===== config.mk =====
export PLATFORM = sky130hd
export DESIGN_NAME = sep_round_sat
export DESIGN_NICKNAME = d
export VERILOG_FILES = /design/src/rtl/sep_pkg.sv /design/src/rtl/sep_round_sat.sv
export SDC_FILE = /design/constraint.sdc
export NUM_CORES = 1
export LEC_CHECK = 0
export BUFFER_PORTS_ARGS = -buffer_cell sky130_fd_sc_hd__buf_2
export CORE_UTILIZATION = 41
export DETAILED_ROUTE_END_ITERATION = 12
export PLACE_DENSITY = 0.85
export SKIP_LAST_GASP = 1
export SLEW_MARGIN = 20
export SYNTH_ARGS = -nofsm -noshare
export SYNTH_HDL_FRONTEND = slang
export SYNTH_SLANG_ARGS = --single-unit

===== constraint.sdc =====
create_clock -name vclk -period 3.45
set_input_delay 0.69 -clock vclk [all_inputs]
set_output_delay 0.69 -clock vclk [all_outputs]
set_load 0.005 [all_outputs]

===== src/rtl/sep_pkg.sv =====
// Shared types and constants for the signal edge preconditioner.
// No dependencies; imported by every module of the block.
package sep_pkg;

    localparam int SAMPLE_W    = 16;
    localparam int COEF_W      = 16;
    localparam int PROD_W      = SAMPLE_W + COEF_W;
    localparam int INDEX_W     = 16;
    localparam int COEF_FRAC   = 12;
    localparam int EDGE_LEN_W  = 4;
    localparam int SIG_LEN_W   = 16;
    localparam int CFG_INDEX_W = 2;
    localparam int CFG_DATA_W  = 16;

    typedef logic signed [SAMPLE_W-1:0] sample_t;
    typedef logic signed [COEF_W-1:0]   coef_t;
    typedef logic signed [PROD_W-1:0]   prod_t;

    localparam logic CMD_LOAD   = 1'b0;
    localparam logic CMD_SAMPLE = 1'b1;

    localparam logic [1:0] MAT_FWD_LEFT  = 2'd0;
    localparam logic [1:0] MAT_FWD_RIGHT = 2'd1;
    localparam logic [1:0] MAT_INV_LEFT  = 2'd2;
    localparam logic [1:0] MAT_INV_RIGHT = 2'd3;

    localparam logic [CFG_INDEX_W-1:0] CFG_EDGE_LENGTH   = 2'd0;
    localparam logic [CFG_INDEX_W-1:0] CFG_SIGNAL_LENGTH = 2'd1;
    localparam logic [CFG_INDEX_W-1:0] CFG_INVERSE_MODE  = 2'd2;

    localparam logic [EDGE_LEN_W-1:0] EDGE_LENGTH_RST   = 4'd4;
    localparam logic [SIG_LEN_W-1:0]  SIGNAL_LENGTH_RST = 16'd1024;

endpackage


===== src/rtl/sep_round_sat.sv =====
// Round-half-up from Q.12 accumulator to integer, then saturate to 16 bits.
// Depends on sep_pkg.
module sep_round_sat import sep_pkg::*; #(
    parameter int ACC_W = 36
) (
    input  logic signed [ACC_W-1:0] acc_in,
    output sample_t                 value_out
);

    localparam int VW = ACC_W + 1;
    localparam int QW = VW - COEF_FRAC;
    localparam logic signed [VW-1:0] HALF  = VW'(1 << (COEF_FRAC - 1));
    localparam logic signed [QW-1:0] Q_MAX = QW'(32767);
    localparam logic signed [QW-1:0] Q_MIN = -QW'(32768);

    logic signed [VW-1:0] v;
    logic signed [QW-1:0] q;

    always_comb begin
        v = {acc_in[ACC_W-1], acc_in} + HALF;
        q = v[VW-1:COEF_FRAC];
        if (q > Q_MAX) begin
            value_out = sample_t'(16'sh7fff);
        end else if (q < Q_MIN) begin
            value_out = sample_t'(16'sh8000);
        end else begin
            value_out = q[SAMPLE_W-1:0];
        end
    end

endmodule


==> results.toml <==
[logic_synthesis]
synth.yosys.seq_area_share_pct = 0
netlist_area_um2 = 621
synth_cell_types = 29
postSynthAreaPerCell_um2 = 6.82
synth.net_count = 128
synthCells = 91
synthesis.yosys.warnings = 0

[job]
timing.max_cap.violations = 0

[critical_path]
critical_path_required_ns = 2.76
critical_path_max_stage_delay_ns = 0.45
critical_path.cell_chain = "buf_2, nand4_4, or3_4, buf_4, or3_2, nand4_1, a32oi_4, buf_12, buf_12, o21ai_2, buf_2"
worst-path-buf-inv = 5
start_kind = "input pin"
crit_family = "simple AND/OR/NAND/NOR gates"
worst-endpoint-arrival_ns = 2.69
worst-setup-path-type = "in2out"
critical_path.max_fanout = 8
critical_path.endpoint_type = "output pin"
critical_path.slowest_cell = "sky130_fd_sc_hd__or3_2"

[timing]
timing_hold_violations_final = 0
upper_clock_frequency_limit_mhz = 296
finalCritPeriodShare_pct = 98.0
final-max-slew-violation-count = 0
worst_pin_slew_ns = 0.488
finalSetupViolations = 0
rsz0062_at_grt = "no"
final.setup.tns_ns = 0
worst_case_hold_slack_ns = 1.77
max_slew_margin_pct = 67.2
finalCriticalPeriod_ns = 3.38

[finish]
final_common_cell = "sky130_fd_sc_hd__buf_2"
antenna-diode-count = 0
final_cell_area_um2 = 957
ff_latch_area_um2 = 0
finalNetCount = 178
mostFrequentLayoutCells = "sky130_fd_sc_hd__buf_2, sky130_fd_sc_hd__nand3_1, sky130_fd_sc_hd__o21ai_2"
drive_above_1_share_pct = 49.6
layout.sequential_cells = 0
finalNonFillerCells = 154
layout-area-overhead-vs-synth_pct = 54.2
final.fill_count = 105
n_clock_buffer = 0

[drt]
vias_per_cell = 6.05
routed_wirelength_um = 2330
wl_per_cell_um = 15.1
drcViolationCount = 0
overall_via_count_from_detail_route = 931
drtIter0Drc = 33
ant_nets = 0
first_pass_iters = 5

[power_and_ir_drop]
post-layout-total-power_mw = 0.0968
max-vdd-ir-drop_mv = 0.0587
cellLeakagePower_nw = 0.360
cellPowerDensity_nw_per_um2 = 101

[place]
placed_area_um2 = 851
dp_cells = 148
gpl.final_weighted_congestion = 0.897
portBuffers = 41
detailed_place_hpwl_um = 1600

[floorplan]
initial_standard_cell_utilization_of_the_core_pct = 46.0
std_cell_rows = 13
floorplan.die.height_um = 40.9
die-area_um2 = 1670
die_x_um = 40.9
io-pin-count = 52
core_area_um2 = 1350

[global_route]
globalRouteTotalUtil_pct = 26.3
via_count_of_the_first_global_routing_pass = 771
grt_start_max_net_pins = 16
initial_antenna_violation_count = 0
grt_first_pass_wirelength_um = 3110
gr-total-overflow = 0

[outcome]
status = "completed"

[cts]
cts_hold_buffers = 0

[hold_path]
hp-class = "in2out"
## logic make-up (layout without fill, tap and decap cells)
family	Yosys count	in the layout	share of synthesized area (%)
adders and majority gates	2	2	3.63
xor gates and xnor gates	15	15	21.2
buffers and inverters	7	55	6.85
and+or+nand+nor	45	45	40.7
AOI/OAI and AO/OA	22	22	27.6
## per-layer routing
metal  track usage (%)  share of wire [%]  vias up
li1                  -                  -      443
met5                 0                  0        -
met3              1.09                7.6       19
met1              29.8                 38      398
met2              52.7                 50       71
met4              5.00                5.0        0
## worst paths after layout
check	from	slack, ns	to	depth (start not counted)
max	acc_in[18]	0.07	value_out[6]	11
min	acc_in[35]	1.77	value_out[15]	3
## cell type report
| type | instances | area (µm²) | area share, % |
|---|---|---|---|
| multi-input combinational | 84 | 611 | 63.8 |
| timing repair buffer | 52 | 317 | 33.1 |
| inverter | 3 | 11.3 | 1.18 |
| tap | 15 | 18.8 | 1.96 |
## synth_stat cells, drive strengths merged
cell type | n | share of area, %
a21oi | 1 | 0.81
a31oi | 1 | 1.0
a32oi | 1 | 2.6
a41oi | 1 | 1.4
and3 | 4 | 4.0
and4 | 2 | 2.8
buf | 2 | 3.6
clkbuf | 2 | 1.4
ha | 1 | 2.0
inv | 3 | 1.8
maj3 | 1 | 1.6
nand2 | 6 | 3.6
nand3 | 11 | 8.9
nand4 | 6 | 7.1
nor2 | 7 | 4.2
nor3 | 3 | 2.4
nor4 | 2 | 3.0
o2111ai | 1 | 1.4
o21ai | 16 | 19
o31a | 1 | 1.4
or3 | 3 | 3.2
or4 | 1 | 1.4
xnor2 | 6 | 8.5
xor2 | 9 | 13
## power by group
group          switching [mW]  leakage, nW  internal, mW
combinational          0.0508        0.360        0.0460
clock                       0            0             0
sequential                  0            0             0
## what timing repair did
action | 4_1_cts | 5_1_grt
pin swaps | 1 | 2
hold endpoints to repair | 0 | 0
setup buffers | 3 | 3
gates resized for setup | 1 | 4
setup endpoints to repair | 15 | 15
## stage by stage
stage	utilization, %	setup WS [ns]
final	70.9	0.0696
after global routing	70.9	0.0167
after CTS	67.4	0.0206
after detailed placement	63.0	-0.255
after global placement	63.0	-0.178
after floorplan	-	0.293
(Power assumes the default switching activity.)
